[src/rtl/fpws_pkg.sv]
package fpws_pkg;

    localparam logic [31:0] WINDOW_MS   = 32'd1000;
    localparam logic [31:0] MIN_RESTART = 32'd1000;

    localparam int PERIOD_W = 26;
    localparam int COUNT_W  = 20;
    localparam int PROD_W   = PERIOD_W + COUNT_W;
    localparam int DIVD_W   = 40;
    localparam int CNT_W    = 6;
    localparam logic [CNT_W-1:0] DIV_STEPS = 6'd40;

    // Microprogram layout
    localparam int PC_W = 4;
    typedef logic [PC_W-1:0] pc_t;
    localparam pc_t PROG_LAST = 4'd11;

    typedef logic [3:0] op_t;
    localparam op_t OP_NOP     = 4'd0;
    localparam op_t OP_LOAD    = 4'd1;
    localparam op_t OP_INTV    = 4'd2;
    localparam op_t OP_DEC     = 4'd3;
    localparam op_t OP_TGT     = 4'd4;
    localparam op_t OP_DIFF    = 4'd5;
    localparam op_t OP_WAIT    = 4'd6;
    localparam op_t OP_DELTA   = 4'd7;
    localparam op_t OP_DIVINIT = 4'd8;
    localparam op_t OP_DIVSTEP = 4'd9;
    localparam op_t OP_PUB     = 4'd10;
    localparam op_t OP_OUT     = 4'd11;

    typedef logic [2:0] cond_t;
    localparam cond_t C_NONE     = 3'd0;
    localparam cond_t C_NO_IN    = 3'd1;
    localparam cond_t C_UNCAPPED = 3'd2;
    localparam cond_t C_SHORT    = 3'd3;
    localparam cond_t C_DIV_MORE = 3'd4;
    localparam cond_t C_OUT_BUSY = 3'd5;

    localparam pc_t PC_LOAD    = 4'd0;
    localparam pc_t PC_DELTA   = 4'd6;
    localparam pc_t PC_DIVSTEP = 4'd9;
    localparam pc_t PC_OUT     = 4'd11;

    typedef struct packed {
        op_t   op;
        cond_t cond;
        pc_t   target;
    } ctrl_t;

    typedef struct packed {
        logic in_fire;
        logic uncapped;
        logic short_win;
        logic div_more;
        logic out_busy;
    } status_t;

    function automatic ctrl_t ucode_rom(input pc_t pc);
        ctrl_t w;
        case (pc)
            4'd0:    w = '{OP_LOAD,    C_NO_IN,    PC_LOAD};
            4'd1:    w = '{OP_INTV,    C_UNCAPPED, PC_DELTA};
            4'd2:    w = '{OP_DEC,     C_NONE,     PC_LOAD};
            4'd3:    w = '{OP_TGT,     C_NONE,     PC_LOAD};
            4'd4:    w = '{OP_DIFF,    C_NONE,     PC_LOAD};
            4'd5:    w = '{OP_WAIT,    C_NONE,     PC_LOAD};
            4'd6:    w = '{OP_DELTA,   C_NONE,     PC_LOAD};
            4'd7:    w = '{OP_NOP,     C_SHORT,    PC_OUT};
            4'd8:    w = '{OP_DIVINIT, C_NONE,     PC_LOAD};
            4'd9:    w = '{OP_DIVSTEP, C_DIV_MORE, PC_DIVSTEP};
            4'd10:   w = '{OP_PUB,     C_NONE,     PC_LOAD};
            4'd11:   w = '{OP_OUT,     C_OUT_BUSY, PC_OUT};
            default: w = '{OP_NOP,     C_NONE,     PC_LOAD};
        endcase
        return w;
    endfunction

    function automatic logic [31:0] sat_add32(input logic [31:0] a, input logic [31:0] b);
        logic [32:0] s;
        s = {1'b0, a} + {1'b0, b};
        return s[32] ? 32'hFFFF_FFFF : s[31:0];
    endfunction

endpackage

[src/rtl/fpws_seq.sv]
module fpws_seq
    import fpws_pkg::*;
(
    input  logic    clk,
    input  logic    rst_n,
    input  status_t status,
    output ctrl_t   ctrl
);

    pc_t  pc_reg;
    pc_t  pc_next;
    logic jump;

    assign ctrl = ucode_rom(pc_reg);

    always_comb
    begin
        case (ctrl.cond)
            C_NONE:     jump = 1'b0;
            C_NO_IN:    jump = !status.in_fire;
            C_UNCAPPED: jump = status.uncapped;
            C_SHORT:    jump = status.short_win;
            C_DIV_MORE: jump = status.div_more;
            C_OUT_BUSY: jump = status.out_busy;
            default:    jump = 1'b0;
        endcase
    end

    // Jump if taken, else step, wrapping to fetch after the last word
    always_comb
    begin
        if (jump)
            pc_next = ctrl.target;
        else if (pc_reg == PROG_LAST)
            pc_next = PC_LOAD;
        else
            pc_next = pc_reg + 1'b1;
    end

    always_ff @(posedge clk or negedge rst_n)
    begin
        if (!rst_n)
            pc_reg <= PC_LOAD;
        else
            pc_reg <= pc_next;
    end

endmodule

[src/rtl/fpws_div.sv]
module fpws_div
    import fpws_pkg::*;
(
    input  logic                clk,
    input  logic                rst_n,
    input  logic                start,
    input  logic                step,
    input  logic [DIVD_W-1:0]   dividend,
    input  logic [COUNT_W-1:0]  divisor,
    output logic [DIVD_W-1:0]   quotient,
    output logic                more
);

    logic [DIVD_W-1:0]  q_reg;
    logic [COUNT_W:0]   rem_reg;
    logic [CNT_W-1:0]   cnt_reg;
    logic [COUNT_W:0]   rem_sh;
    logic               ge;

    // One quotient bit per cycle while step is high, restoring
    assign rem_sh   = {rem_reg[COUNT_W-1:0], q_reg[DIVD_W-1]};
    assign ge       = rem_sh >= {1'b0, divisor};
    assign quotient = q_reg;
    assign more     = cnt_reg != {{(CNT_W-1){1'b0}}, 1'b1};

    always_ff @(posedge clk or negedge rst_n)
    begin
        if (!rst_n)
        begin
            cnt_reg <= '0;
            q_reg   <= '0;
            rem_reg <= '0;
        end
        else if (start)
        begin
            cnt_reg <= DIV_STEPS;
            q_reg   <= dividend;
            rem_reg <= '0;
        end
        else if (step)
        begin
            cnt_reg <= cnt_reg - 1'b1;
            q_reg   <= {q_reg[DIVD_W-2:0], ge};
            rem_reg <= ge ? rem_sh - {1'b0, divisor} : rem_sh;
        end
    end

endmodule

[src/rtl/fpws_dp.sv]
module fpws_dp
    import fpws_pkg::*;
(
    input  logic                 clk,
    input  logic                 rst_n,
    input  ctrl_t                ctrl,
    output status_t              status,
    input  logic                 cfg_wr_en,
    input  logic [PERIOD_W-1:0]  cfg_wr_data,
    input  logic                 in_valid,
    output logic                 in_ready,
    input  logic [31:0]          now_ms,
    output logic                 out_valid,
    input  logic                 out_ready,
    output logic [31:0]          wait_ms,
    output logic [31:0]          delta_ms,
    output logic                 window_done,
    output logic [COUNT_W-1:0]   fps,
    output logic [31:0]          avg_ms_q8,
    output logic [31:0]          min_ms,
    output logic [31:0]          max_ms
);

    logic [PERIOD_W-1:0] period_reg;
    logic [31:0]         now_reg;
    logic [COUNT_W-1:0]  fc_reg;
    logic [31:0]         last_reg;
    logic [31:0]         ws_reg;
    logic [31:0]         min_reg;
    logic [31:0]         max_reg;
    logic [31:0]         sum_reg;
    logic [PROD_W-1:0]   prod_reg;
    logic [31:0]         tgt_reg;
    logic [31:0]         d_reg;
    logic [31:0]         wait_reg;
    logic [31:0]         eff_reg;
    logic [31:0]         delta_reg;
    logic [31:0]         span_reg;
    logic                done_reg;
    logic [COUNT_W-1:0]  held_fps_reg;
    logic [31:0]         held_avg_reg;
    logic [31:0]         held_min_reg;
    logic [31:0]         held_max_reg;
    logic                out_valid_reg;

    logic [31:0]         interval;
    logic                in_fire;
    logic                out_busy;
    logic [DIVD_W-1:0]   quot;
    logic                div_more;
    logic [31:0]         avg_sat;

    assign in_ready  = ctrl.op == OP_LOAD;
    assign in_fire   = in_valid && in_ready;
    assign out_busy  = out_valid_reg && !out_ready;
    assign out_valid = out_valid_reg;
    assign interval  = now_reg - last_reg;
    assign avg_sat   = (|quot[DIVD_W-1:32]) ? 32'hFFFF_FFFF : quot[31:0];

    assign status.in_fire   = in_fire;
    assign status.uncapped  = period_reg == '0;
    assign status.short_win = span_reg < WINDOW_MS;
    assign status.div_more  = div_more;
    assign status.out_busy  = out_busy;

    fpws_div u_div (
        .clk      (clk),
        .rst_n    (rst_n),
        .start    (ctrl.op == OP_DIVINIT),
        .step     (ctrl.op == OP_DIVSTEP),
        .dividend ({sum_reg, 8'd0}),
        .divisor  (fc_reg),
        .quotient (quot),
        .more     (div_more)
    );

    always_ff @(posedge clk or negedge rst_n)
    begin
        if (!rst_n)
        begin
            period_reg   <= '0;
            now_reg      <= '0;
            fc_reg       <= '0;
            last_reg     <= '0;
            ws_reg       <= '0;
            min_reg      <= MIN_RESTART;
            max_reg      <= '0;
            sum_reg      <= '0;
            prod_reg     <= '0;
            tgt_reg      <= '0;
            d_reg        <= '0;
            wait_reg     <= '0;
            eff_reg      <= '0;
            delta_reg    <= '0;
            span_reg     <= '0;
            done_reg     <= 1'b0;
            held_fps_reg <= '0;
            held_avg_reg <= '0;
            held_min_reg <= '0;
            held_max_reg <= '0;
        end
        else
        begin
            if (cfg_wr_en)
                period_reg <= cfg_wr_data;

            case (ctrl.op)
                OP_LOAD:
                begin
                    if (in_fire)
                    begin
                        now_reg  <= now_ms;
                        eff_reg  <= now_ms;
                        wait_reg <= '0;
                        done_reg <= 1'b0;
                        if (fc_reg != '1)
                            fc_reg <= fc_reg + 1'b1;
                    end
                end
                OP_INTV:
                begin
                    sum_reg  <= sat_add32(sum_reg, interval);
                    if (interval <= min_reg)
                        min_reg <= interval;
                    if (interval >= max_reg)
                        max_reg <= interval;
                    prod_reg <= {{PERIOD_W{1'b0}}, fc_reg} * {{COUNT_W{1'b0}}, period_reg};
                end
                OP_DEC:
                    prod_reg <= prod_reg - 1'b1;
                OP_TGT:
                    tgt_reg <= ws_reg + {2'b00, prod_reg[PROD_W-1:16]};
                OP_DIFF:
                    d_reg <= tgt_reg - now_reg;
                OP_WAIT:
                begin
                    // Target still ahead: hold the frame until it
                    if (d_reg != '0 && !d_reg[31])
                    begin
                        wait_reg <= d_reg;
                        eff_reg  <= tgt_reg;
                        sum_reg  <= sat_add32(sum_reg, d_reg);
                    end
                end
                OP_DELTA:
                begin
                    delta_reg <= eff_reg - last_reg;
                    last_reg  <= eff_reg;
                    span_reg  <= eff_reg - ws_reg;
                end
                OP_PUB:
                begin
                    held_fps_reg <= fc_reg;
                    held_avg_reg <= avg_sat;
                    held_min_reg <= min_reg;
                    held_max_reg <= max_reg;
                    done_reg     <= 1'b1;
                    fc_reg       <= '0;
                    min_reg      <= MIN_RESTART;
                    max_reg      <= '0;
                    sum_reg      <= '0;
                    ws_reg       <= eff_reg;
                end
                default:
                begin
                end
            endcase
        end
    end

    always_ff @(posedge clk or negedge rst_n)
    begin
        if (!rst_n)
        begin
            out_valid_reg <= 1'b0;
            wait_ms       <= '0;
            delta_ms      <= '0;
            window_done   <= 1'b0;
            fps           <= '0;
            avg_ms_q8     <= '0;
            min_ms        <= '0;
            max_ms        <= '0;
        end
        else
        begin
            if (ctrl.op == OP_OUT && !out_busy)
            begin
                out_valid_reg <= 1'b1;
                wait_ms       <= wait_reg;
                delta_ms      <= delta_reg;
                window_done   <= done_reg;
                fps           <= held_fps_reg;
                avg_ms_q8     <= held_avg_reg;
                min_ms        <= held_min_reg;
                max_ms        <= held_max_reg;
            end
            else if (out_valid_reg && out_ready)
                out_valid_reg <= 1'b0;
        end
    end

endmodule

[src/rtl/frame_pacer_with_window_stats.sv]
// Each input beat is processed to a result; the capped path adds the target and wait steps,
// and a frame that closes the window also runs the 40-step average divider.
// One frame at a time: the next input beat can be taken in the cycle after the
// result is registered.
// Reset (rst_n, asynchronous, active low) clears the window, the held
// statistics and the frame period, and sets the window minimum to 1000.
module frame_pacer_with_window_stats
    import fpws_pkg::*;
(
    input  logic                 clk,
    input  logic                 rst_n,
    input  logic                 cfg_wr_en,
    input  logic [PERIOD_W-1:0]  cfg_wr_data,
    input  logic                 in_valid,
    output logic                 in_ready,
    input  logic [31:0]          now_ms,
    output logic                 out_valid,
    input  logic                 out_ready,
    output logic [31:0]          wait_ms,
    output logic [31:0]          delta_ms,
    output logic                 window_done,
    output logic [COUNT_W-1:0]   fps,
    output logic [31:0]          avg_ms_q8,
    output logic [31:0]          min_ms,
    output logic [31:0]          max_ms
);

    ctrl_t   ctrl;
    status_t status;

    fpws_seq u_seq (
        .clk    (clk),
        .rst_n  (rst_n),
        .status (status),
        .ctrl   (ctrl)
    );

    fpws_dp u_dp (
        .clk         (clk),
        .rst_n       (rst_n),
        .ctrl        (ctrl),
        .status      (status),
        .cfg_wr_en   (cfg_wr_en),
        .cfg_wr_data (cfg_wr_data),
        .in_valid    (in_valid),
        .in_ready    (in_ready),
        .now_ms      (now_ms),
        .out_valid   (out_valid),
        .out_ready   (out_ready),
        .wait_ms     (wait_ms),
        .delta_ms    (delta_ms),
        .window_done (window_done),
        .fps         (fps),
        .avg_ms_q8   (avg_ms_q8),
        .min_ms      (min_ms),
        .max_ms      (max_ms)
    );

endmodule

[config.mk]
export PLATFORM = sky130hd
export DESIGN_NAME = frame_pacer_with_window_stats
export DESIGN_NICKNAME = d
export VERILOG_FILES = /design/src/rtl/fpws_pkg.sv /design/src/rtl/fpws_seq.sv /design/src/rtl/fpws_div.sv /design/src/rtl/fpws_dp.sv /design/src/rtl/frame_pacer_with_window_stats.sv
export SDC_FILE = /design/constraint.sdc
export NUM_CORES = 2
export LEC_CHECK = 0
export ABC_AREA = 1
export BUFFER_PORTS_ARGS = -buffer_cell sky130_fd_sc_hd__buf_2
export CORE_ASPECT_RATIO = 1.75
export CORE_UTILIZATION = 50
export DETAILED_ROUTE_END_ITERATION = 6
export GPL_ROUTABILITY_DRIVEN = 0
export HOLD_SLACK_MARGIN = 0.05
export PLACE_DENSITY = 0.76
export SYNTH_ARGS = -nofsm -noshare
export SYNTH_HDL_FRONTEND = slang
export SYNTH_SLANG_ARGS = --single-unit
[constraint.sdc]
create_clock -name clk -period 17.8 [get_ports clk]
set_input_delay 2.67 -clock clk [delete_from_list [all_inputs] [get_ports clk]]
set_output_delay 2.67 -clock clk [all_outputs]
set_load 0.05 [all_outputs]
; After elaboration in Yosys (flattened, before gate mapping)
; Memory sizes are Yosys's and may differ from the RTL's.
; Cells that the tools add are included.
[classes]
n_mul = 1
n_reduce_logical = 26
eq_ne = 24
add_sub_neg = 12
magnitude_cmp = 4
mux = 33
[op_table]
columns = cell, n
row1 = $mux W32, 10
row2 = $pmux W32 S2, 4
row3 = $sub A32 B32 Y32, 4
row4 = $mux W20, 5
row5 = $pmux W32 S3, 1
row6 = $pmux W46 S2, 1
row7 = $mux W40, 2
row8 = $add A32 B32 Y33, 2
row9 = $mul A20 B26 Y46, 1
row10 = $sub A46 B1 Y46 const B, 1
row11 = $pmux W20 S2, 1
row12 = $add A32 B30 Y32, 1
row13 = $ge A32 B32 Y1, 1
row14 = $le A32 B32 Y1, 1
row15 = $lt A32 B10 Y1 const B, 1
row16 = $reduce_bool A32 Y1, 1
row17 = $logic_not A26 Y1, 1
row18 = $ge A21 B20 Y1, 1
row19 = $add A20 B1 Y20 const B, 1
row20 = $eq A4 B4 Y1 const B, 5
row21 = $ne A20 B20 Y1 const B, 1
row22 = $sub A20 B20 Y20, 1
row23 = $eq A4 B3 Y1 const B, 4
row24 = $mux W6, 2
row25 = other kinds (21), 47
[totals]
mem_count = 1
out_inout_bits = 183
elab_cells = 133
reg_bits = 845
romBits = 176
[memory_table]
columns = memory, depth, word_bits, rd, rd_clocked_by_memory_dff, wr, line_no
row1 = (no name shown), 16, 11, 1, 0, 0, fpws_pkg.sv:61  ; case (pc)

; Longest topological paths before layout
; An unclocked memory read counts as a cell.
[depth]
ltp_word = 6
depth_mapped = 33

; Cells and area by module
; A second synthesis with hierarchy kept.
[unflattened]
hier_cells = 10119
area_unflattened_um2 = 72175.5
[by_module_without_submodules]
columns = module, n_inst, area_per_inst_um2, cells_per_inst
row1 = fpws_dp, 1, 66774.0, 9342
row2 = fpws_div, 1, 4805.9, 696
row3 = fpws_seq, 1, 595.6, 81

; Worst setup path before layout
; OpenSTA, ideal clock, no wires.
[synth_path]
kind = reg2reg
from = register u_dp.fc_reg[10]
to = register u_dp.prod_reg[35]
setup_time_ns = 0.077
setup_slack_ns = 11.487
path_stages_with_launch = 27
t_arrival_ns = 6.236
synth_period_minus_slack_ns = 6.313
t_required_ns = 17.723
path_cell_list = dfrtp_1 > clkbuf_1 > buf_1 > nand2_1 > fa_1 > inv_1 > fa_1 > inv_1 > fa_1 > inv_1 > fa_1 > fa_1 > fa_1 > inv_1 > fa_1 > inv_1 > ha_1 > nand2_1 > inv_1 > a21oi_1 > a21boi_0 > nor2_1 > nor2_1 > nand2_1 > nand2_1 > nand3_1 > a21oi_1
[synth_via]
elab_chain_len = 2
[synth_rtl]
columns = item, line_no
row1 = from (decl), fpws_dp.sv:26  ; logic [COUNT_W-1:0] fc_reg;
row2 = from (signal assigned), fpws_dp.sv:117  ; fc_reg <= fc_reg + 1'b1;
row3 = $mul A20 B26 Y46, fpws_dp.sv:127  ; prod_reg <= {{PERIOD_W{1'b0}}, fc_reg} * {{COUNT_W{1'b0}}, period_reg};
row4 = $pmux W46 S2, fpws_dp.sv:107  ; case (ctrl.op)
row5 = to (signal assigned), fpws_dp.sv:127
row6 = to (signal assigned), fpws_dp.sv:130  ; prod_reg <= prod_reg - 1'b1;
row7 = to (decl), fpws_dp.sv:32  ; logic [PROD_W-1:0] prod_reg;
; Every way passes these cells.
; A chain may end at the register's enable or synchronous reset.

; Worst setup path after layout
[layout_path]
from = register u_dp.period_reg[14]
to = register u_dp.prod_reg[25]
[layout_via]
elab_chain_len = 2
[layout_rtl]
columns = item, line_no
row1 = from (decl), fpws_dp.sv:24  ; logic [PERIOD_W-1:0] period_reg;
row2 = from (signal assigned), fpws_dp.sv:105  ; period_reg <= cfg_wr_data;
row3 = $mul A20 B26 Y46, fpws_dp.sv:127
row4 = $pmux W46 S2, fpws_dp.sv:107
; Every way passes these cells.

==> key figures <==
Status
  • Outcome: finished, violations left
  • Failing checks: DRC, capacitance limit, slew limit

Drt
  • Antenna-violating nets left: 0
  • Post-route DRC: 35
  • Vias per cell: ~5.7
  • Initial DRT Pass Iterations: 7
  • Routed wire per std cell: around 20 µm
  • Routed vias: about 68,000
  • Total Routed Length: ~250 mm
  • Initial DRC count: approximately 6,100

Min path
  • Hold Crit Class: flip-flop to flip-flop

Setup path
  • Crit-path max FO: 21
  • Startpoint Class: flip-flop
  • CP Cell Sequence: nand2_1 -> fa_1 -> inv_1 -> fa_1 -> inv_1 -> fa_1 -> inv_1 -> fa_1 -> fa_1 -> fa_1 -> inv_1 -> fa_1 -> inv_1 -> ha_1 -> nand2_1 -> nor2_1 -> nand2_1 -> inv_1 -> nand3_1 -> nand3_1 -> nor2_1 -> o21ai_0 -> o211ai_1 -> inv_1
  • Max incr delay on CP: between 1 and 1.5 ns
  • Required @ worst endpoint: between 15 and 20 ns
  • Worst setup path class: flip-flop to flip-flop
  • CP arrival: 7.78 ns
  • Slowest CP cell: dfrtp_1
  • Crit end category: flip-flop

Clock network
  • Clock latency on the worst-skew pair: roughly 0.75 ns
  • Clk root buf: clkbuf_16
  • Clock buffer depth: 3
  • Clock transition at path regs: roughly 0.07 ns
  • TritonCTS clock tree: yes
  • Htree depth: 3
  • Post-CTS Setup Bufs: 0
  • Total CTS buffers: 84
  • CTS Hold Bufs: 0
  • Cts repair resizes: 0
  • CTS sink count: roughly 840

STA
  • Setup ws final: roughly 11 ns
  • Post-route setup TNS: 0 ns
  • Slew @ Worst Pin: about 1.5 ns
  • Final Max Slew Viols: 5
  • Fmax: approximately 140 MHz
  • Period Utilization, post-route: roughly two fifths
  • Fin. Hold Viols: 0
  • Post-layout minimum cycle time: roughly 7.1 ns
  • Slew HR: -3.005%
  • Final setup fails: 0
  • Clk_skew: between 0.06 and 0.07 ns
  • RSZ-0062 raised after global routing: no

Die
  • Initial Util: roughly half
  • Die Ht: approximately 500 µm
  • Ports: between 200 and 250
  • Core footprint: between 100,000 and 150,000 µm²
  • Total die area: approximately 140,000 µm²
  • Row count: 182
  • Chip Width: roughly 290 µm

Yosys
  • Async SR Flop Fraction: 100.0%
  • Top post-synthesis cells by area: dfrtp_1, nand2_1, fa_1, inv_1, ha_1
  • Synthesized area: between 70,000 and 80,000 µm²
  • Yosys reg bits: roughly 840
  • Cell taking the most area after synthesis: dfrtp_1
  • Top cell type's share of synthesized area: 29.50%
  • Mapped Nets: between 10,000 and 15,000
  • Post-synth top flop: dfrtp_1
  • Library cells used by synthesis: 54
  • Yosys Warn Count: 0
  • Sequential area share after synthesis: about 30%
  • Number of flops mapped to enable cells by yosys: 0
  • Post-Synthesis Cells: between 10,000 and 15,000
  • Syn Area/Cell: about 7 µm²

Global routing
  • First-pass GRT wire length: around 380 mm
  • Initial antenna violation count: 24
  • Vias in the first global route: 68,480
  • Largest net degree at the start of global routing: approximately 240
  • GRT overflow: 0
  • GRT Util Overall: approximately a third

Finish
  • Layout overhead on the synthesized area: 8.247%
  • Largest register FFs: 46
  • Util after Layout: 54.54%
  • Share of cells above drive strength 1: ~5.6%
  • Final #Nets: about 11,000
  • Fillers: between 10,000 and 15,000

Flow run
  • Max-cap violation count: 1

Placed design
  • I/O Buffers: 245
  • Setup WS pre-CTS: between 10 and 15 ns
  • Dpl hpwl: between 150 and 200 mm
[path summary, 6_finish.rpt]
kind	startpoint	to	slack [ns]	depth (start not counted)
max reg2reg	u_dp.period_reg[14]	u_dp.prod_reg[25]	10.67	24
min in group asynchronous	rst_n	u_dp.period_reg[16]	1.99	1
min reg2reg	u_dp.held_max_reg[3]	u_dp.max_ms[3]	0.46	2
min	u_dp.held_max_reg[3]	u_dp.max_ms[3]	0.46	2
max in group asynchronous	rst_n	u_dp.wait_ms[10]	12.65	4
max	u_dp.period_reg[14]	u_dp.prod_reg[25]	10.67	24
[cells in the final DEF, fill, tap and decap left out, drive strengths merged, types with 65 or more instances in the layout]
master  instances
o21ai         659
clkbuf        101
nand3         507
xnor2          65
dfrtp         836
inv          1732
ha            467
xor2           77
a21oi         361
fa            435
nand2        3476
buf           313
nor2          577
nor3           79
nand4          90
[stage by stage]
| step | area [µm²] | hold slack (ns) | cells |
|---|---|---|---|
| 4_1_cts | 76720 | 0.4587 | 11990 |
| 6_report | 76760 | 0.4633 | 12000 |
| 5_1_grt | 76740 | 0.4688 | 11990 |
| 2_1_floorplan | 70910 | 0.4422 | 10010 |
| 3_5_place_dp | 73620 | 0.4524 | 11830 |
| 3_3_place_gp | 73620 | 0.4525 | 11830 |
[kinds of logic (layout without fill, tap and decap cells)]
kind of cell	count (synthesis)	in the layout	synth area share (%)
AND/OR/NAND/NOR	4884	4884	27.96
buffers and inverters	2055	2195	11.12
AO/OA/AOI/OAI	1180	1180	8.888
adder cells (fa/ha/maj)	902	902	20.52
flip-flops	842	842	29.73
XOR/XNOR	142	142	1.754
multiplexers	2	2	0.03176
other	0	11	0
[critical path: cells and delay by family, from the launching register on]
kind,cells,cell delay (ns)
AO/OA/AOI/OAI,2,0.55
adder cells (fa/ha/maj),8,4.09
buffers and inverters,7,0.41
flip-flops,1,1.04
AND/OR/NAND/NOR,7,0.92
[cell usage after synthesis (11+ instances only)]
library cell / count
a21o_1: 29
a21oi_1: 360
and2_1: 17
buf_1: 27
buf_2: 90
clkbuf_1: 202
dfrtp_1: 836
fa_1: 435
ha_1: 467
inv_1: 1709
inv_2: 14
nand2_1: 3468
nand3_1: 507
nand3b_1: 46
nand4_1: 90
nor2_1: 570
nor3_1: 76
nor4_1: 31
o211ai_1: 25
o21a_1: 25
o21ai_0: 642
o21ai_1: 17
o21bai_1: 29
o22ai_1: 11
or2_2: 54
xnor2_1: 65
xor2_1: 77
[metal layers]
layer / GRT usage (%) / vias up / wire length [µm]
li1: - / 31090 / -
met1: 33.65 / 31670 / 77210
met2: 58.59 / 3594 / 117800
met3: 7.700 / 1466 / 20140
met4: 36.54 / 16 / 31290
met5: 0.6507 / - / 108
[final cells by class]
class	instances	area (µm²)	share of cell area (%)
multi-input cells	7110	41990	54.70
flip-flops and latches	842	21080	27.46
inverters	1725	6477	8.439
well taps	1840	2302	2.999
clock buffers	101	2276	2.965
repair buffers	313	1784	2.325
clock inverters	56	825.8	1.076
diodes	11	27.53	0.03586
Power is left out: the tool's default activity adds up to more than one toggle a clock period on the data nets, which glitch-free logic cannot reach.
